File: src/hdl/cdau_pkg.sv
// Shared types, constants and calendar functions for the calendar date arithmetic unit.
`timescale 1ns / 1ps

package cdau_pkg;

  // Command codes carried with each word.
  typedef enum logic [1:0] {
    CMD_NEXT  = 2'd0,
    CMD_PREV  = 2'd1,
    CMD_CMP   = 2'd2,
    CMD_COUNT = 2'd3
  } cmd_t;

  localparam logic [3:0] MONTH_JAN = 4'd1;
  localparam logic [3:0] MONTH_FEB = 4'd2;
  localparam logic [3:0] MONTH_DEC = 4'd12;
  localparam logic [4:0] DAY_FIRST = 5'd1;
  localparam logic [4:0] DAY_LAST  = 5'd31;

  localparam int unsigned         COUNT_BITS = 23;
  localparam logic [COUNT_BITS-1:0] COUNT_MAX = '1;

  // Control and status that travel with a word between pipeline stages.
  typedef struct packed {
    cmd_t       cmd;
    logic       a_ok;
    logic       b_ok;
    logic       step_ok;
    logic [4:0] step_day;
    logic [3:0] step_month;
  } ctrl_t;

  // Length of a month under the divisible-by-four leap rule.
  function automatic logic [4:0] month_len(input logic [3:0] m, input logic leap);
    logic [4:0] len;
    case (m)
      4'd2:                      len = leap ? 5'd29 : 5'd28;
      4'd4, 4'd6, 4'd9, 4'd11:   len = 5'd30;
      default:                   len = 5'd31;
    endcase
    return len;
  endfunction

  // Days in the year before the first of the month, for a common year.
  function automatic logic [8:0] days_before(input logic [3:0] m);
    logic [8:0] n;
    case (m)
      4'd2:    n = 9'd31;
      4'd3:    n = 9'd59;
      4'd4:    n = 9'd90;
      4'd5:    n = 9'd120;
      4'd6:    n = 9'd151;
      4'd7:    n = 9'd181;
      4'd8:    n = 9'd212;
      4'd9:    n = 9'd243;
      4'd10:   n = 9'd273;
      4'd11:   n = 9'd304;
      4'd12:   n = 9'd334;
      default: n = 9'd0;
    endcase
    return n;
  endfunction

  // Calendar check on one date.
  function automatic logic date_ok(input logic [4:0] d, input logic [3:0] m, input logic leap);
    return (m >= MONTH_JAN) && (m <= MONTH_DEC) && (d >= DAY_FIRST) &&
           (d <= month_len(m, leap));
  endfunction

endpackage

File: src/hdl/calendar_date_arith_unit.sv
// Top level of the calendar date arithmetic unit: three-stage pipeline and flow control.
//
//   Channel | Handshake               | Word
//   --------+-------------------------+--------------------------------------------------
//   in      | in_valid / in_stall     | cmd, a_day, a_month, a_year, b_day, b_month, b_year
//   out     | out_valid / out_stall   | a_is_valid, res_valid, res_day, res_month,
//           |                         | res_year, is_less, is_equal, is_greater, day_count
//
// One word is accepted per cycle while in_stall is low; words leave in order of arrival.
// The stages are decode, day-number multiply, and compare/subtract into the output register.
// A stalled output holds its word; bubbles between stages close up, so in_stall only rises
// when all three stages hold words and the output is stalled.
// Reset is synchronous and clears the stage valid bits only.
`timescale 1ns / 1ps

module calendar_date_arith_unit #(
  parameter int YEAR_BITS = 14
) (
  input  logic                            clk,
  input  logic                            rst,
  input  logic                            in_valid,
  output logic                            in_stall,
  input  logic [1:0]                      cmd,
  input  logic [4:0]                      a_day,
  input  logic [3:0]                      a_month,
  input  logic [YEAR_BITS-1:0]            a_year,
  input  logic [4:0]                      b_day,
  input  logic [3:0]                      b_month,
  input  logic [YEAR_BITS-1:0]            b_year,
  output logic                            out_valid,
  input  logic                            out_stall,
  output logic                            a_is_valid,
  output logic                            res_valid,
  output logic [4:0]                      res_day,
  output logic [3:0]                      res_month,
  output logic [YEAR_BITS-1:0]            res_year,
  output logic                            is_less,
  output logic                            is_equal,
  output logic                            is_greater,
  output logic [cdau_pkg::COUNT_BITS-1:0] day_count
);
  import cdau_pkg::*;

  localparam int DN_BITS = YEAR_BITS + 10;

  logic                 adv1;
  logic                 adv2;
  logic                 adv3;
  logic                 s1_valid;
  ctrl_t                s1_ctrl;
  logic [YEAR_BITS-1:0] s1_step_year;
  logic [YEAR_BITS-1:0] s1_a_year;
  logic [YEAR_BITS-1:0] s1_b_year;
  logic [YEAR_BITS:0]   s1_a_off;
  logic [YEAR_BITS:0]   s1_b_off;
  logic                 s2_valid;
  ctrl_t                s2_ctrl;
  logic [YEAR_BITS-1:0] s2_step_year;
  logic [DN_BITS-1:0]   s2_a_num;
  logic [DN_BITS-1:0]   s2_b_num;

  // A stage loads when it is empty or its word moves on in the same cycle.
  assign adv3     = ~out_valid | ~out_stall;
  assign adv2     = ~s2_valid | adv3;
  assign adv1     = ~s1_valid | adv2;
  assign in_stall = ~adv1;

  cdau_decode #(.YEAR_BITS(YEAR_BITS)) u_decode (
    .clk          (clk),
    .rst          (rst),
    .advance      (adv1),
    .in_valid     (in_valid),
    .cmd          (cmd_t'(cmd)),
    .a_day        (a_day),
    .a_month      (a_month),
    .a_year       (a_year),
    .b_day        (b_day),
    .b_month      (b_month),
    .b_year       (b_year),
    .s1_valid     (s1_valid),
    .s1_ctrl      (s1_ctrl),
    .s1_step_year (s1_step_year),
    .s1_a_year    (s1_a_year),
    .s1_b_year    (s1_b_year),
    .s1_a_off     (s1_a_off),
    .s1_b_off     (s1_b_off)
  );

  cdau_daynum #(.YEAR_BITS(YEAR_BITS)) u_daynum (
    .clk          (clk),
    .rst          (rst),
    .advance      (adv2),
    .s1_valid     (s1_valid),
    .s1_ctrl      (s1_ctrl),
    .s1_step_year (s1_step_year),
    .s1_a_year    (s1_a_year),
    .s1_b_year    (s1_b_year),
    .s1_a_off     (s1_a_off),
    .s1_b_off     (s1_b_off),
    .s2_valid     (s2_valid),
    .s2_ctrl      (s2_ctrl),
    .s2_step_year (s2_step_year),
    .s2_a_num     (s2_a_num),
    .s2_b_num     (s2_b_num)
  );

  cdau_result #(.YEAR_BITS(YEAR_BITS)) u_result (
    .clk          (clk),
    .rst          (rst),
    .advance      (adv3),
    .s2_valid     (s2_valid),
    .s2_ctrl      (s2_ctrl),
    .s2_step_year (s2_step_year),
    .s2_a_num     (s2_a_num),
    .s2_b_num     (s2_b_num),
    .out_valid    (out_valid),
    .a_is_valid   (a_is_valid),
    .res_valid    (res_valid),
    .res_day      (res_day),
    .res_month    (res_month),
    .res_year     (res_year),
    .is_less      (is_less),
    .is_equal     (is_equal),
    .is_greater   (is_greater),
    .day_count    (day_count)
  );

`ifndef SYNTHESIS
  // Every command needs a valid date A before its result can be valid.
  a_res_needs_a: assert property (@(posedge clk) disable iff (rst)
    out_valid && res_valid |-> a_is_valid)
    else $error("valid result with invalid date A");

  // An invalid result carries a zero date.
  a_zero_date: assert property (@(posedge clk) disable iff (rst)
    out_valid && !res_valid |-> res_day == 5'd0 && res_month == 4'd0 && res_year == '0)
    else $error("date fields set on invalid result");

  // Compare flags are exclusive and only come with a valid result.
  a_cmp_flags: assert property (@(posedge clk) disable iff (rst)
    out_valid && (is_less || is_equal || is_greater) |->
      res_valid && $onehot({is_less, is_equal, is_greater}))
    else $error("compare flags inconsistent");

  // A non-zero count never comes with a date result.
  a_count_alone: assert property (@(posedge clk) disable iff (rst)
    out_valid && day_count != '0 |-> res_valid && res_month == 4'd0 && !is_equal)
    else $error("day count mixed with other results");
`endif

endmodule

File: src/hdl/cdau_decode.sv
// First pipeline stage: validity checks, next and previous day, day-of-year offsets.
`timescale 1ns / 1ps

module cdau_decode #(
  parameter int YEAR_BITS = 14
) (
  input  logic                  clk,
  input  logic                  rst,
  input  logic                  advance,
  input  logic                  in_valid,
  input  cdau_pkg::cmd_t        cmd,
  input  logic [4:0]            a_day,
  input  logic [3:0]            a_month,
  input  logic [YEAR_BITS-1:0]  a_year,
  input  logic [4:0]            b_day,
  input  logic [3:0]            b_month,
  input  logic [YEAR_BITS-1:0]  b_year,
  output logic                  s1_valid,
  output cdau_pkg::ctrl_t       s1_ctrl,
  output logic [YEAR_BITS-1:0]  s1_step_year,
  output logic [YEAR_BITS-1:0]  s1_a_year,
  output logic [YEAR_BITS-1:0]  s1_b_year,
  output logic [YEAR_BITS:0]    s1_a_off,
  output logic [YEAR_BITS:0]    s1_b_off
);
  import cdau_pkg::*;

  logic                 a_leap;
  logic                 b_leap;
  logic [4:0]           a_len;
  ctrl_t                ctrl_next;
  logic [YEAR_BITS-1:0] step_year_next;
  logic [YEAR_BITS:0]   a_off_next;
  logic [YEAR_BITS:0]   b_off_next;

  // Offset of a date within its day number: leap days before the year plus day of year.
  function automatic logic [YEAR_BITS:0] year_offset(input logic [YEAR_BITS-1:0] y,
                                                     input logic [3:0] m,
                                                     input logic [4:0] d,
                                                     input logic leap);
    logic [YEAR_BITS:0] quarter;
    logic [8:0]         doy;
    quarter = ({1'b0, y} + (YEAR_BITS+1)'(3)) >> 2;
    doy     = days_before(m) + 9'(d) - 9'd1 + (((m > MONTH_FEB) && leap) ? 9'd1 : 9'd0);
    return quarter + (YEAR_BITS+1)'(doy);
  endfunction

  assign a_leap = (a_year[1:0] == 2'b00);
  assign b_leap = (b_year[1:0] == 2'b00);
  assign a_len  = month_len(a_month, a_leap);

  // Validity and the stepped date of A.
  always_comb begin
    ctrl_next.cmd        = cmd;
    ctrl_next.a_ok       = date_ok(a_day, a_month, a_leap);
    ctrl_next.b_ok       = date_ok(b_day, b_month, b_leap);
    ctrl_next.step_ok    = ctrl_next.a_ok;
    ctrl_next.step_day   = a_day;
    ctrl_next.step_month = a_month;
    step_year_next       = a_year;
    case (cmd)
      CMD_NEXT: begin
        if (a_day < a_len) begin
          ctrl_next.step_day = a_day + 5'd1;
        end else if (a_month < MONTH_DEC) begin
          ctrl_next.step_day   = DAY_FIRST;
          ctrl_next.step_month = a_month + 4'd1;
        end else begin
          ctrl_next.step_day   = DAY_FIRST;
          ctrl_next.step_month = MONTH_JAN;
          step_year_next       = a_year + YEAR_BITS'(1);
          if (&a_year) begin
            ctrl_next.step_ok = 1'b0;
          end
        end
      end
      CMD_PREV: begin
        if (a_day > DAY_FIRST) begin
          ctrl_next.step_day = a_day - 5'd1;
        end else if (a_month > MONTH_JAN) begin
          ctrl_next.step_month = a_month - 4'd1;
          ctrl_next.step_day   = month_len(a_month - 4'd1, a_leap);
        end else begin
          ctrl_next.step_month = MONTH_DEC;
          ctrl_next.step_day   = DAY_LAST;
          step_year_next       = a_year - YEAR_BITS'(1);
          if (a_year == '0) begin
            ctrl_next.step_ok = 1'b0;
          end
        end
      end
      default: begin
        ctrl_next.step_ok = ctrl_next.a_ok;
      end
    endcase
  end

  assign a_off_next = year_offset(a_year, a_month, a_day, a_leap);
  assign b_off_next = year_offset(b_year, b_month, b_day, b_leap);

  // Stage valid bit.
  always_ff @(posedge clk) begin
    if (rst) begin
      s1_valid <= 1'b0;
    end else if (advance) begin
      s1_valid <= in_valid;
    end
  end

  // Stage payload.
  always_ff @(posedge clk) begin
    if (advance) begin
      s1_ctrl      <= ctrl_next;
      s1_step_year <= step_year_next;
      s1_a_year    <= a_year;
      s1_b_year    <= b_year;
      s1_a_off     <= a_off_next;
      s1_b_off     <= b_off_next;
    end
  end

endmodule

File: src/hdl/cdau_daynum.sv
// Second pipeline stage: serial day numbers of both dates.
`timescale 1ns / 1ps

module cdau_daynum #(
  parameter int YEAR_BITS = 14
) (
  input  logic                   clk,
  input  logic                   rst,
  input  logic                   advance,
  input  logic                   s1_valid,
  input  cdau_pkg::ctrl_t        s1_ctrl,
  input  logic [YEAR_BITS-1:0]   s1_step_year,
  input  logic [YEAR_BITS-1:0]   s1_a_year,
  input  logic [YEAR_BITS-1:0]   s1_b_year,
  input  logic [YEAR_BITS:0]     s1_a_off,
  input  logic [YEAR_BITS:0]     s1_b_off,
  output logic                   s2_valid,
  output cdau_pkg::ctrl_t        s2_ctrl,
  output logic [YEAR_BITS-1:0]   s2_step_year,
  output logic [YEAR_BITS+9:0]   s2_a_num,
  output logic [YEAR_BITS+9:0]   s2_b_num
);
  import cdau_pkg::*;

  localparam int DN_BITS = YEAR_BITS + 10;

  logic [DN_BITS-1:0] a_num_next;
  logic [DN_BITS-1:0] b_num_next;

  // Day number: 365 days per year plus the offset from the first stage.
  assign a_num_next = DN_BITS'(s1_a_year) * DN_BITS'(365) + DN_BITS'(s1_a_off);
  assign b_num_next = DN_BITS'(s1_b_year) * DN_BITS'(365) + DN_BITS'(s1_b_off);

  // Stage valid bit.
  always_ff @(posedge clk) begin
    if (rst) begin
      s2_valid <= 1'b0;
    end else if (advance) begin
      s2_valid <= s1_valid;
    end
  end

  // Stage payload.
  always_ff @(posedge clk) begin
    if (advance) begin
      s2_ctrl      <= s1_ctrl;
      s2_step_year <= s1_step_year;
      s2_a_num     <= a_num_next;
      s2_b_num     <= b_num_next;
    end
  end

endmodule

File: src/hdl/cdau_result.sv
// Final pipeline stage: compare, day count with saturation, and the output register.
`timescale 1ns / 1ps

module cdau_result #(
  parameter int YEAR_BITS = 14
) (
  input  logic                            clk,
  input  logic                            rst,
  input  logic                            advance,
  input  logic                            s2_valid,
  input  cdau_pkg::ctrl_t                 s2_ctrl,
  input  logic [YEAR_BITS-1:0]            s2_step_year,
  input  logic [YEAR_BITS+9:0]            s2_a_num,
  input  logic [YEAR_BITS+9:0]            s2_b_num,
  output logic                            out_valid,
  output logic                            a_is_valid,
  output logic                            res_valid,
  output logic [4:0]                      res_day,
  output logic [3:0]                      res_month,
  output logic [YEAR_BITS-1:0]            res_year,
  output logic                            is_less,
  output logic                            is_equal,
  output logic                            is_greater,
  output logic [cdau_pkg::COUNT_BITS-1:0] day_count
);
  import cdau_pkg::*;

  localparam int DN_BITS = YEAR_BITS + 10;
  localparam int WIDE    = (DN_BITS > COUNT_BITS) ? DN_BITS : COUNT_BITS;

  logic                  both_ok;
  logic                  is_step;
  logic                  rv_next;
  logic                  date_on;
  logic                  cmp_on;
  logic                  a_lt;
  logic                  a_gt;
  logic [WIDE-1:0]       diff;
  logic [COUNT_BITS-1:0] count_next;

  assign both_ok = s2_ctrl.a_ok & s2_ctrl.b_ok;
  assign is_step = (s2_ctrl.cmd == CMD_NEXT) || (s2_ctrl.cmd == CMD_PREV);
  assign rv_next = is_step ? s2_ctrl.step_ok : both_ok;
  assign date_on = is_step & s2_ctrl.step_ok;
  assign cmp_on  = (s2_ctrl.cmd == CMD_CMP) & both_ok;
  assign a_lt    = s2_a_num < s2_b_num;
  assign a_gt    = s2_a_num > s2_b_num;
  assign diff    = WIDE'(s2_a_num) - WIDE'(s2_b_num);

  // Day count from B up to A, held at the largest code when it does not fit.
  always_comb begin
    count_next = '0;
    if ((s2_ctrl.cmd == CMD_COUNT) && both_ok && a_gt) begin
      if (diff > WIDE'(COUNT_MAX)) begin
        count_next = COUNT_MAX;
      end else begin
        count_next = COUNT_BITS'(diff);
      end
    end
  end

  // Output word valid bit.
  always_ff @(posedge clk) begin
    if (rst) begin
      out_valid <= 1'b0;
    end else if (advance) begin
      out_valid <= s2_valid;
    end
  end

  // Output word payload; fields not used by the command are zero.
  always_ff @(posedge clk) begin
    if (advance) begin
      a_is_valid <= s2_ctrl.a_ok;
      res_valid  <= rv_next;
      res_day    <= date_on ? s2_ctrl.step_day : 5'd0;
      res_month  <= date_on ? s2_ctrl.step_month : 4'd0;
      res_year   <= date_on ? s2_step_year : '0;
      is_less    <= cmp_on & a_lt;
      is_equal   <= cmp_on & ~a_lt & ~a_gt;
      is_greater <= cmp_on & a_gt;
      day_count  <= count_next;
    end
  end

endmodule

File: config.mk
export PLATFORM = sky130hd
export DESIGN_NAME = calendar_date_arith_unit
export DESIGN_NICKNAME = d
export VERILOG_FILES = /design/src/hdl/cdau_pkg.sv /design/src/hdl/calendar_date_arith_unit.sv /design/src/hdl/cdau_decode.sv /design/src/hdl/cdau_daynum.sv /design/src/hdl/cdau_result.sv
export SDC_FILE = /design/constraint.sdc
export NUM_CORES = 1
export LEC_CHECK = 0
export ABC_AREA = 1
export ABC_CLOCK_PERIOD_IN_PS = 7800
export BUFFER_PORTS_ARGS = -buffer_cell sky130_fd_sc_hd__buf_2
export CAP_MARGIN = 40
export CORE_UTILIZATION = 55
export DETAILED_ROUTE_END_ITERATION = 12
export GPL_TIMING_DRIVEN = 0
export PLACE_DENSITY = 0.81
export SETUP_SLACK_MARGIN = 0.15
export SYNTH_ARGS = -nofsm -noshare
export SYNTH_HDL_FRONTEND = slang
export SYNTH_SLANG_ARGS = --single-unit
File: constraint.sdc
create_clock -name clk -period 7.8 [get_ports clk]
set_clock_uncertainty 0.1 [all_clocks]
set_input_delay 0.78 -clock clk [delete_from_list [all_inputs] [get_ports clk]]
set_output_delay 0.78 -clock clk [all_outputs]
set_load 0.05 [all_outputs]
### Yosys cells after proc, flatten, opt, wreduce, memory -nomap -nowiden

Memory sizes are Yosys's and may differ from the RTL's.
Index checks and enable logic that the tools add are counted.

| operators by class | value |
|---|---|
| $add $sub $neg | 19 |
| multiply operators | 2 |
| order comparisons | 17 |
| equality and inequality tests | 19 |
| muxes and demuxes | 28 |
| bitwise gates (word level) | 17 |
| reductions and logical operators | 20 |

Operators by type and width:

| cell | count |
|---|---|
| $mux 14 | 4 |
| $add 23x15->24 | 2 |
| $mul 14x9->23 const B | 2 |
| $add 14x2->15 const B | 2 |
| $pmux 5 s2 | 3 |
| $add 13x9->14 | 2 |
| $pmux 14 s2 | 1 |
| $eq 4x3->1 const B | 6 |
| $eq 4x4->1 const B | 6 |
| $gt 24x23->1 const B | 1 |
| $gt 24x24->1 | 1 |
| $lt 24x24->1 | 1 |
| $sub 24x24->24 | 1 |
| $mux 23 | 1 |
| $add 9x5->9 | 2 |
| $add 9x9->9 | 2 |
| $pmux 9 s2 | 1 |
| $sub 9x1->9 const B | 2 |
| $add 14x1->14 const B | 1 |
| $logic_not 14->1 | 1 |
| $reduce_and 14->1 | 1 |
| $sub 14x1->14 const B | 1 |
| $eq 4x2->1 const B | 3 |
| $mux 4 | 3 |
| 26 further kinds | 72 |

| word-level totals | value |
|---|---|
| register bits after elaboration | 216 |
| ROM bits | 288 |
| memories | 2 |

Memories:

| memory | words | bits a word | read ports | clocked after Yosys merged registers in | write ports | RTL line | text |
|---|---|---|---|---|---|---|---|
| (no name shown) | 16 | 9 | 1 | 0 | 0 | cdau_pkg.sv:47 | `case (m)` |
| (no name shown) | 16 | 9 | 1 | 0 | 0 | cdau_pkg.sv:47 |  |

### Logic depth before layout (Yosys ltp)

Gate-level depths: netlist of run 1.

| logic depth | value |
|---|---|
| word-level depth | 9 |
| depth in mapped cells | 26 |

### Cells and area by module

From an unflattened synthesis of run 1, not the netlist that was laid out.

| unflattened totals | value |
|---|---|
| cells, all modules | 2,603 |
| area total of the unflattened synthesis | 20,903.8 um2 |

By module, submodules not included:

| module | times used | cells an instance | area an instance (um2) | sequential area each (um2) |
|---|---|---|---|---|
| cdau_daynum | 1 | 1,158 | 9,708.1 | 2,302.2 |
| cdau_decode | 1 | 875 | 7,015.5 | 2,542.4 |
| cdau_result | 1 | 565 | 4,150.2 | 1,551.5 |
| calendar_date_arith_unit | 1 | 5 | 30.0 | 0.0 |

### Worst setup path after synthesis of run 1

OpenSTA, ideal clock, no wires.

| path | value |
|---|---|
| path type | input -> register |
| from | in out_stall |
| to | reg u_decode.s1_a_off[0] (enable) |
| arrival | 6.142 ns |
| required time | 7.263 ns |
| slack | 1.120 ns |
| stages on the path | 5 |
| path through | nand2_1 nor2_1 inv_1 nor2_1 inv_1 |

| between the ends | value |
|---|---|
| longest elaborated chain between the ends | 4 |

RTL lines:

| what | RTL line | text |
|---|---|---|
| start: declaration | calendar_date_arith_unit.sv:31 | `input logic out_stall,` |
| $not 1->1 | calendar_date_arith_unit.sv:63 | `assign adv3 = ~out_valid \| ~out_stall;` |
| $or 1x1->1 | calendar_date_arith_unit.sv:63 |  |
| $or 1x1->1 | calendar_date_arith_unit.sv:64 | `assign adv2 = ~s2_valid \| adv3;` |
| named net adv2 | calendar_date_arith_unit.sv:47 | `logic adv2;` |
| $or 1x1->1 | calendar_date_arith_unit.sv:65 | `assign adv1 = ~s1_valid \| adv2;` |
| end signal: assignment | cdau_decode.sv:117 | `s1_a_off <= a_off_next;` |
| end: declaration | cdau_decode.sv:23 | `output logic [YEAR_BITS:0] s1_a_off,` |

The timed path passes the listed nets, and every way through them passes these cells.
A chain may end at the register's enable or synchronous reset.

### Worst setup path after layout of run 1

| path | value |
|---|---|
| from | reg u_decode.s1_b_year[9] |
| to | reg u_daynum.s2_b_num[19] (data pin) |

| between the ends | value |
|---|---|
| longest elaborated chain between the ends | 2 |

RTL lines:

| what | RTL line | text |
|---|---|---|
| start: declaration | cdau_decode.sv:22 | `output logic [YEAR_BITS-1:0] s1_b_year,` |
| start signal: assignment | cdau_decode.sv:116 | `s1_b_year <= b_year;` |
| $mul 14x9->23 | cdau_daynum.sv:32 | `assign b_num_next = DN_BITS'(s1_b_year) * DN_BITS'(365) + DN_BITS'(s1_b_off);` |
| $add 23x15->24 | cdau_daynum.sv:32 |  |
| named net u_daynum.b_num_next[19] | cdau_daynum.sv:28 | `logic [DN_BITS-1:0] b_num_next;` |
| end signal: assignment | cdau_daynum.sv:49 | `s2_b_num <= b_num_next;` |
| end: declaration | cdau_daynum.sv:21 | `output logic [YEAR_BITS+9:0] s2_b_num` |

The timed path passes the listed nets, and every way through them passes these cells.

==> results.toml, run 1 <==
[run_status]
status = "finished, final reports clean"

[cells_and_area]
instances_no_fill = 2930
area_growth_pct = 9.59
fin_area_um2 = 21600
layout_commonest_cell = "inv_1"
drive_gt1_frac = 0.0833
layout_common_cells = "inv_1 (515), nand2_1 (484), ha_1 (243)"
nets = 2861

[critical_path]
cp_data_required_time_ns = 7.97
worstSetupStartpointType = "flip-flop"
reg2reg_to = "u_daynum.s2_b_num[19]$_DFFE_PP_"
worstReg2RegStart = "u_decode.s1_b_year[9]$_DFFE_PN_"
crit_fanout = 5
reg2reg_depth = 17
worstSetupPathType = "flip-flop to flip-flop"
end_kind = "flip-flop"
arrival_ns = 5.06
reg2reg_slack_ns = 2.92

[routing]
drtIter0Drc = 1116
drc = 0
viasPerCell = 5.37
drtPass1Iterations = 5
ant_nets = 0
routedWlPerCell_um = 16.7
num_vias = 15700
wl_um = 48900

[sta]
finalSetupViolCount = 0
post-route-min-period_ns = 4.88
relSlewSlack = 0.603
worst_slew_pin_slew_ns = 0.593
fin_ws_ns = 2.92
fin_setup_tns_ns = 0
finalHoldViolations = 0
period_share = 0.626
rsz0062_at_grt = "no"
clock.fmax_mhz = 205
slew_violations = 0

[global_routing]
grt_first_pass_wirelength_um = 77800
grt_max_degree = 74
grt_pass1_vias = 15200
gr-usage-all-layers = 0.272
overflow = 0
antenna_found_initial = 2

[die]
die_h_um = 191
ios = 105
die-area_um2 = 36600
row_count = 68
die_x_um = 191
core_region_area_um2 = 34900
initial_core_util = 0.565

[synthesis]
synth-edff-count = 211
ys_types = 53
syn_area_um2 = 19700
ys_seq_area_frac = 0.324
synth_seq_cells = 214
yosysWarnings = 0
syn_inst = 2325
synthFlopType = "edfxtp_1"
synth.avg_cell_area_um2 = 8.48
async_reset_ff_frac = 0

[power]
ir_drop_mv = 0.265
swShare = 0.505
seqPwrFrac = 0.205
power_density_nw_per_um2 = 431
internal_power_mw = 4.61
p_total_mw = 9.31
leakage_nw = 11.3
switchingPower_mw = 4.70
pwr-share-clk = 0.113
combPwrFrac = 0.682

[clock_tree]
clockRootBuffer = "clkbuf_16"
cts_htree_levels = 1
cts_buffers = 23
clk_latency_ns = 0.53
postCtsHoldBufs = 0
cts_resized = 0
cts.clk_slew.worst_paths_ns = 0.06
cts_buffer_depth = 3
tritoncts = "built"
clock_sinks = 214
cts_setup_buffers = 0

[run]
cap_violations = 0

[hold_path]
worstHoldEndpoint = "u_daynum.s2_step_year[4]$_DFFE_PP_"
worstHoldPathType = "flip-flop to flip-flop"
holdPathStages = 0
hp-start = "u_decode.s1_step_year[4]$_DFFE_PN_"

[place]
pre_cts_ws_ns = 2.75
numPortBuffers = 103
gp_congestion = 1.04
post-place-cells = 2887
place_area_um2 = 20900
dpl.hpwl_um = 40500
worst max-delay path by stage:
stage	startpoint	to	cells after the start
after global routing	u_decode.s1_b_year[9]$_DFFE_PN_	u_daynum.s2_b_num[18]$_DFFE_PP_	15
after CTS	u_decode.s1_b_year[9]$_DFFE_PN_	u_daynum.s2_b_num[18]$_DFFE_PP_	15
after global placement	out_stall	u_decode.s1_a_year[3]$_DFFE_PN_	6
after floorplan	out_stall	u_decode.s1_a_off[0]$_DFFE_PN_	5
after detailed placement	a_month[1]	u_decode.s1_a_off[9]$_DFFE_PN_	25
final	u_decode.s1_b_year[9]$_DFFE_PN_	u_daynum.s2_b_num[19]$_DFFE_PP_	17
registers in the layout, indices dropped and copies added, names as in the netlist, 4 cells and up:
| register | count |
|---|---|
| u_result.res_year | 14 |
| u_decode.s1_a_year | 14 |
| u_daynum.s2_step_year | 14 |
| u_daynum.s2_a_num | 24 |
| u_decode.s1_a_off | 14 |
| u_result.res_day | 5 |
| u_decode.s1_b_year | 14 |
| u_result.day_count | 23 |
| u_decode.s1_ctrl | 14 |
| u_daynum.s2_b_num | 24 |
| u_daynum.s2_ctrl | 14 |
| u_decode.s1_b_off | 14 |
| u_decode.s1_step_year | 14 |
| u_result.res_month | 4 |
layout make-up:
class / instances / area, um2
diodes: 2 / 5.00
plain buffers: 10 / 67.6
clock buffers: 28 / 594
clock inverters: 13 / 120
fillers: 3001 / 13300
inverters: 531 / 2000
multi-input cells: 1571 / 11300
flip-flops and latches: 214 / 6400
well taps: 455 / 569
repair buffers: 106 / 591
layer usage:
metal | part of all wire | GRT usage
met5 | 0 | 0
met4 | 0.029 | 0.0791
met3 | 0.055 | 0.0285
met2 | 0.48 | 0.462
met1 | 0.44 | 0.366
power by group through the flow:
stage	sequential (mW)	clock [mW]	combinational, mW
floorplan	2.05	0	4.59
global placement	1.92	0	6.19
detailed placement	1.93	0	6.26
CTS	1.91	1.07	6.31
global route	1.93	1.11	7.12
finish	1.90	1.05	6.35
synth_stat cells, types with 7 or more instances:
cell type / n / area (um2)
a21oi_1: 116 / 581
nand3b_1: 10 / 75.1
inv_1: 517 / 1940
nor3_1: 21 / 105
inv_2: 11 / 41.3
nand2_1: 485 / 1820
nand3_2: 10 / 100
xnor2_1: 28 / 245
xor2_1: 76 / 666
nand3_1: 121 / 606
o21ai_0: 65 / 325
o211ai_1: 11 / 82.6
nor2_1: 160 / 601
edfxtp_1: 211 / 6340
nand2_2: 14 / 87.6
nor2_2: 7 / 43.8
fa_1: 109 / 2180
ha_1: 243 / 3040
nand4_1: 32 / 200
through the flow:
step                 util  hold WS (ns)
CTS                 0.619         0.319
global placement    0.596         0.301
global route        0.619         0.323
finish              0.619         0.318
floorplan               -         0.300
detailed placement  0.599         0.305
worst max-delay path, stage by stage (launching register included):
cell      delay (ns)
edfxtp_1        0.50
ha_1            0.37
inv_1           0.11
fa_1            0.55
inv_1           0.07
fa_1            0.40
fa_1            0.53
inv_1           0.06
fa_1            0.49
inv_1           0.04
ha_1            0.35
nand2_1         0.12
nor2_1          0.15
inv_1           0.10
nor3_1          0.37
nand3_1         0.13
nand3_1         0.12
xor2_1          0.07
kinds of logic after synthesis:
group                    count (synthesis)  share of synthesized area
XOR/XNOR                               104                     0.0462
buffers and inverters                  541                      0.105
adder cells (fa/ha/maj)                352                      0.265
AND/OR/NAND/NOR                        875                      0.192
other                                    1                   0.000190
flip-flops                             214                      0.324
multiplexers                             1                   0.000508
AO/OA/AOI/OAI                          237                     0.0673
Note: power is estimated with default switching activity, not from simulation.
==> inputs of run 2 (changes only) <==
--- a/config.mk
+++ b/config.mk
@@ -5,8 +5,8 @@
 export SDC_FILE = /design/constraint.sdc
 export NUM_CORES = 1
 export LEC_CHECK = 0
-export ABC_AREA = 1
-export ABC_CLOCK_PERIOD_IN_PS = 7800
+export ABC_AREA = 0
+export ABC_CLOCK_PERIOD_IN_PS = 4650
 export BUFFER_PORTS_ARGS = -buffer_cell sky130_fd_sc_hd__buf_2
 export CAP_MARGIN = 40
 export CORE_UTILIZATION = 55
==> constraint.sdc (replaced) <==
create_clock -name clk -period 4.65 [get_ports clk]
set_clock_uncertainty 0.1 [all_clocks]
set_input_delay 0.465 -clock clk [delete_from_list [all_inputs] [get_ports clk]]
set_output_delay 0.465 -clock clk [all_outputs]
set_load 0.05 [all_outputs]
==> results.toml, run 2 <==
[run_status]
status = "finished with violations"
failed_checks = "setup timing"

[cells_and_area]
drive_gt1_frac = 0.210
layout_common_cells = "inv_1 (273), edfxtp_1 (211), ha_1 (200)"
biggestRegsByFlops = "u_daynum.s2_a_num (24), u_daynum.s2_b_num (24), u_result.day_count (23)"
nets = 2325
diodes = 0
layout_commonest_cell = "inv_1"
area_growth_pct = 19.5

[synthesis]
syn_inst = 1713
post-synth-top-count-cell = "inv_1"
synth.avg_cell_area_um2 = 10.5
synth_top_area_share = 0.354
async_reset_ff_frac = 0
synth-edff-count = 211
yosysWarnings = 0
syn_area_um2 = 17900
yosysTopAreaCell = "edfxtp_1"
synthFlopType = "edfxtp_1"
ys_seq_area_frac = 0.357
synth_area_leaders = "edfxtp_1 (35%), ha_1 (17%), fa_1 (12%)"
ys_types = 71
synth_seq_cells = 214
netlist_top_cells_count = "inv_1 (313), ha_1 (243), edfxtp_1 (211), a21oi_1 (122), fa_1 (109)"

[global_routing]
overflow = 0
antenna_found_initial = 0
grt_max_degree = 68
gr-usage-all-layers = 0.250
grt_pass1_vias = 13400
grt_first_pass_wirelength_um = 66100

[routing]
drc = 0
wl_um = 42100
drtPass1Iterations = 6
num_vias = 13200
routedWlPerCell_um = 17.7
drtIter0Drc = 774
ant_nets = 0
viasPerCell = 5.55

[sta]
worst_slew_pin_slew_ns = 0.803
hold_ws_ns = 0.0279
finalHoldViolations = 0
post-route-min-period_ns = 4.93
finalSetupViolCount = 19
clock.fmax_mhz = 203
fin_ws_ns = -0.285
slew_violations = 0
relSlewSlack = 0.458
period_share = 1.06
rsz0062_at_grt = "yes"

[power]
power_density_nw_per_um2 = 777
p_total_mw = 16.6
pwr-share-clk = 0.109
seqPwrFrac = 0.191
switchingPower_mw = 7.16
leakage_nw = 9.84
combPwrFrac = 0.701
swShare = 0.431
ir_drop_mv = 0.606
internal_power_mw = 9.45

[place]
gp_congestion = 0.927
dpl.hpwl_um = 31700
numPortBuffers = 102
pre_cts_ws_ns = -0.565

[clock_tree]
clockRootBuffer = "clkbuf_16"
clk_latency_ns = 0.54
cts_buffers = 24
cts_htree_levels = 1
cts.clk_slew.worst_paths_ns = 0.07
clock_sinks = 214
cts_buffer_depth = 3
tritoncts = "built"

[hold_path]
worstHoldPathType = "input pin to flip-flop"

[critical_path]
crit_fanout = 5
cp_slowest_cell = "fa_1"
slowest_delay_ns = 0.56
cp_top_family = "adder cells"
critPathMostFrequentCell = "ha_4"
crit_chain = "buf_6 -> ha_4 -> ha_4 -> ha_1 -> inv_2 -> fa_1 -> inv_1 -> fa_1 -> ha_4 -> o21ai_2 -> nor2_2 -> o41a_1 -> o41a_1 -> a21o_1 -> a311o_1 -> a21oi_2 -> xnor2_1"
worstSetupPathType = "flip-flop to flip-flop"
cp_data_required_time_ns = 4.83
arrival_ns = 5.12
worstSetupStartpointType = "flip-flop"
cp_num_buf_inv = 3
end_kind = "flip-flop"

[die]
row_count = 65
die_x_um = 182
die_h_um = 182
ios = 105
die-area_um2 = 33300
core_region_area_um2 = 31800
initial_core_util = 0.563

[run]
cap_violations = 0
run 2: cell count changes after synthesis, sizes merged, moves of 21 or more:
cell    change
nand2     -433
inv       -216
nand3      -95
nor2       -86
xnor2      +71
xor2       -37
a21o       +29
and2       +25
clkbuf     +21
run 2: routing by layer:
metal | vias to the layer above | track usage | wire, um
li1 | 6288 | - | -
met1 | 6359 | 0.306 | 17100
met2 | 399 | 0.450 | 21300
met3 | 114 | 0.0275 | 1950
met4 | 0 | 0.0978 | 1740
met5 | - | 0 | 0
run 2: timing repair:
action                                  4_1_cts  5_1_grt
hold buffers                                  1        0
setup buffers                                33       42
hold endpoints to repair                      3        0
pin swaps                                    61       57
endpoints found under the setup margin       31       34
gates resized for setup                      54       95
run 2: power groups by stage:
stage / Combinational (mW) / Sequential (mW) / Clock [mW]
2_1_floorplan: 7.36 / 3.41 / 0
3_3_place_gp: 9.24 / 3.19 / 0
3_5_place_dp: 9.46 / 3.21 / 0
4_1_cts: 10.4 / 3.17 / 1.83
5_1_grt: 12.7 / 3.21 / 1.90
6_report: 11.6 / 3.17 / 1.80
run 2: cell families after synthesis:
group,share of synthesized area
adders and majority gates,0.293
buffers and inverters,0.0730
AOI/OAI and AO/OA,0.116
and+or+nand+nor,0.0889
DFF,0.357
xor gates and xnor gates,0.0675
muxes,0.00412
other,0.000209
run 2: worst reg2reg max path: stages (launching register included):
cell and delay (ns):
edfxtp_1 0.47, buf_6 0.16, ha_4 0.29, ha_4 0.21, ha_1 0.28, inv_2 0.04
fa_1 0.51, inv_1 0.07, fa_1 0.56, ha_4 0.24, o21ai_2 0.06, nor2_2 0.07
o41a_1 0.46, o41a_1 0.43, a21o_1 0.22, a311o_1 0.28, a21oi_2 0.14, xnor2_1 0.08
run 2: path summary, 6_finish.rpt:
| path | from | endpoint | slack (ns) | cells past startpoint |
|---|---|---|---|---|
| setup reg to reg | u_decode.s1_b_year[5]$_DFFE_PN_ | u_daynum.s2_b_num[15]$_DFFE_PP_ | -0.28 | 17 |
| hold reg to reg | u_decode.s1_step_year[7]$_DFFE_PN_ | u_daynum.s2_step_year[7]$_DFFE_PP_ | 0.31 | 0 |
| hold / removal | b_year[10] | u_decode.s1_b_year[10]$_DFFE_PN_ | 0.03 | 1 |
| setup / recovery | u_decode.s1_b_year[5]$_DFFE_PN_ | u_daynum.s2_b_num[15]$_DFFE_PP_ | -0.28 | 17 |
run 2: metrics by stage:
| stage | std cells | instance area [um2] | util | setup TNS (ns) |
|---|---|---|---|---|
| 4_1_cts | 2331 | 20700 | 0.652 | -2.01 |
| 2_1_floorplan | 1714 | 18400 | - | -0.0310 |
| 3_5_place_dp | 2254 | 19500 | 0.613 | -7.19 |
| 5_1_grt | 2373 | 21400 | 0.673 | -6.16 |
| 3_3_place_gp | 2251 | 19400 | 0.610 | -5.15 |
| 6_report | 2373 | 21400 | 0.673 | -2.95 |
run 2: cell type report:
class,instances,area (um2)
Sequential cell,214,6400
Clock inverter,15,126
Clock buffer,28,616
Tap cell,435,544
Multi-Input combinational cell,1155,11100
Inverter,314,1200
Buffer,31,184
Timing Repair Buffer,181,1200
Fill cell,2241,10400
==> inputs of run 3 (changes only) <==
--- a/config.mk
+++ b/config.mk
@@ -9,10 +9,12 @@
 export ABC_CLOCK_PERIOD_IN_PS = 4650
 export BUFFER_PORTS_ARGS = -buffer_cell sky130_fd_sc_hd__buf_2
 export CAP_MARGIN = 40
-export CORE_UTILIZATION = 55
+export CELL_PAD_IN_SITES_DETAIL_PLACEMENT = 1
+export CELL_PAD_IN_SITES_GLOBAL_PLACEMENT = 1
+export CORE_UTILIZATION = 50
 export DETAILED_ROUTE_END_ITERATION = 12
 export GPL_TIMING_DRIVEN = 0
-export PLACE_DENSITY = 0.81
+export PLACE_DENSITY = 0.9
 export SETUP_SLACK_MARGIN = 0.15
 export SYNTH_ARGS = -nofsm -noshare
 export SYNTH_HDL_FRONTEND = slang
==> results.toml, run 3 (synthesis gave the netlist of run 2 again) <==
[run_status]
status = "finished with violations"
failed_checks = "setup timing"

[hold_path]
holdPathStages = 3
worstHoldEndpoint = "u_decode.s1_valid$_SDFFE_PP0N_"
hp-start = "in_valid"
worstHoldPathType = "input pin to flip-flop"

[sta]
fin_setup_tns_ns = -17.55
clock.fmax_mhz = 179
worst_slew_pin_slew_ns = 0.826
rsz0062_at_grt = "yes"
period_share = 1.20
slew_violations = 0
finalHoldViolations = 0
hold_ws_ns = 0.00793
fin_ws_ns = -0.938
relSlewSlack = 0.446
finalSetupViolCount = 31
post-route-min-period_ns = 5.59

[critical_path]
cp_top_family = "adder cells"
crit_fanout = 5
worstReg2RegStart = "u_decode.s1_a_year[6]$_DFFE_PN_"
reg2reg_to = "u_daynum.s2_a_num[20]$_DFFE_PP_"
end_kind = "flip-flop"
crit_chain = "buf_6 -> ha_4 -> inv_1 -> fa_1 -> fa_1 -> inv_1 -> fa_1 -> inv_2 -> fa_1 -> inv_2 -> ha_4 -> a21oi_4 -> o21bai_2 -> a31oi_1 -> o31a_1 -> o211ai_1 -> a31o_2 -> a21oi_2 -> xnor2_1"
arrival_ns = 5.79
cp_data_required_time_ns = 4.85
worstSetupPathType = "flip-flop to flip-flop"
cp_slowest_cell = "fa_1"
cp_num_buf_inv = 5
crit_path_start = "u_decode.s1_a_year[6]$_DFFE_PN_"
reg2reg_slack_ns = -0.94
reg2reg_depth = 19
worstSetupStartpointType = "flip-flop"
slowest_delay_ns = 0.66
critPathMostFrequentCell = "fa_1"

[place]
dpl.hpwl_um = 39900
numPortBuffers = 102
post-place-cells = 2274
gp_congestion = 0.924
place_area_um2 = 19500

[run]
cap_violations = 0

[die]
row_count = 68
initial_core_util = 0.513
die_h_um = 191
die_x_um = 191
die-area_um2 = 36600
ios = 105
core_region_area_um2 = 34900

[routing]
drtPass1Iterations = 6
wl_um = 78400
drc = 0
routedWlPerCell_um = 32.5
ant_nets = 0
drtIter0Drc = 1693
viasPerCell = 6.68
num_vias = 16100

[clock_tree]
cts_htree_levels = 1
clockRootBuffer = "clkbuf_16"
tritoncts = "built"
cts.clk_slew.worst_paths_ns = 0.07
cts_buffer_depth = 3
clk_latency_ns = 0.58
clock_sinks = 214
cts_buffers = 25

[cells_and_area]
instances_no_fill = 2414
fill_cells = 3680
drive_gt1_frac = 0.243
area_growth_pct = 22.6
biggestRegsByFlops = "u_daynum.s2_a_num (24), u_daynum.s2_b_num (24), u_result.day_count (23)"
fin_area_um2 = 22000
multi_input_area_um2 = 11400
layout_commonest_cell = "inv_1"
ff_latch_area_um2 = 6400
nets = 2341
layout_common_cells = "inv_1 (260), edfxtp_1 (211), ha_1 (192)"

[global_routing]
antenna_found_initial = 4
gr-usage-all-layers = 0.368
grt_max_degree = 70
grt_first_pass_wirelength_um = 101000
grt_pass1_vias = 16800
overflow = 0
## run 3: changes by cell type in the layout (fill, tap and decap cells not counted), moves of 6 or more
cell	change
a21oi_1	-12
a21oi_2	+9
buf_4	+6
buf_6	+8
ha_1	-8
ha_2	+6
inv_1	-13
inv_2	+8
## run 3: area by class of cell
type | count | share of cell area
multi-input combinational | 1155 | 0.518
sequential | 214 | 0.291
timing repair buffer | 196 | 0.0617
inverter | 314 | 0.0554
clock buffer | 27 | 0.0288
tap | 455 | 0.0259
clock inverter | 17 | 0.00889
buffer | 31 | 0.00889
antenna | 5 | 0.000570
## run 3: worst max-delay path by stage
stage                                            to  slack (ns)  cells after the start
CTS                 u_daynum.s2_a_num[20]$_DFFE_PP_       -0.41                     16
detailed placement  u_decode.s1_a_off[10]$_DFFE_PN_       -0.81                     20
finish              u_daynum.s2_a_num[20]$_DFFE_PP_       -0.94                     19
global route        u_daynum.s2_a_num[20]$_DFFE_PP_       -0.97                     18
global placement    u_decode.s1_a_off[10]$_DFFE_PN_       -0.54                     20
floorplan           u_daynum.s2_a_num[23]$_DFFE_PP_       -0.03                     19
## run 3: repair_timing
| action | 4_1_cts | 5_1_grt |
|---|---|---|
| resized for setup | 101 | 135 |
| hold buffers | 1 | 0 |
| gates cloned | 0 | 0 |
| pin swaps | 79 | 88 |
| endpoints found under the hold margin | 3 | 0 |
| setup buffers | 53 | 37 |
| endpoints found under the setup margin | 37 | 42 |
## run 3: worst min-delay path, delay by kind of cell
kind | cells | cell delay, ns
and+or+nand+nor | 2 | 0.11
buffers and inverters | 1 | 0.08
## run 3: through the flow
stage	util	setup WS [ns]
after floorplan	-	-0.0310
after global placement	0.557	-0.536
after detailed placement	0.560	-0.811
after CTS	0.606	-0.408
after global routing	0.629	-0.968
final	0.629	-0.938
## run 3: layer usage
layer  up-vias  part of all wire  global-route usage
li1       6325                 -                   -
met1      7928              0.33               0.390
met2      1307              0.47               0.662
met3       574             0.097              0.0648
met4         2              0.10               0.255
met5         -           0.00011                   0
Power of run 3 is not shown: default switching activity piles up to over one toggle a cycle in this logic, so the estimate is an artifact.
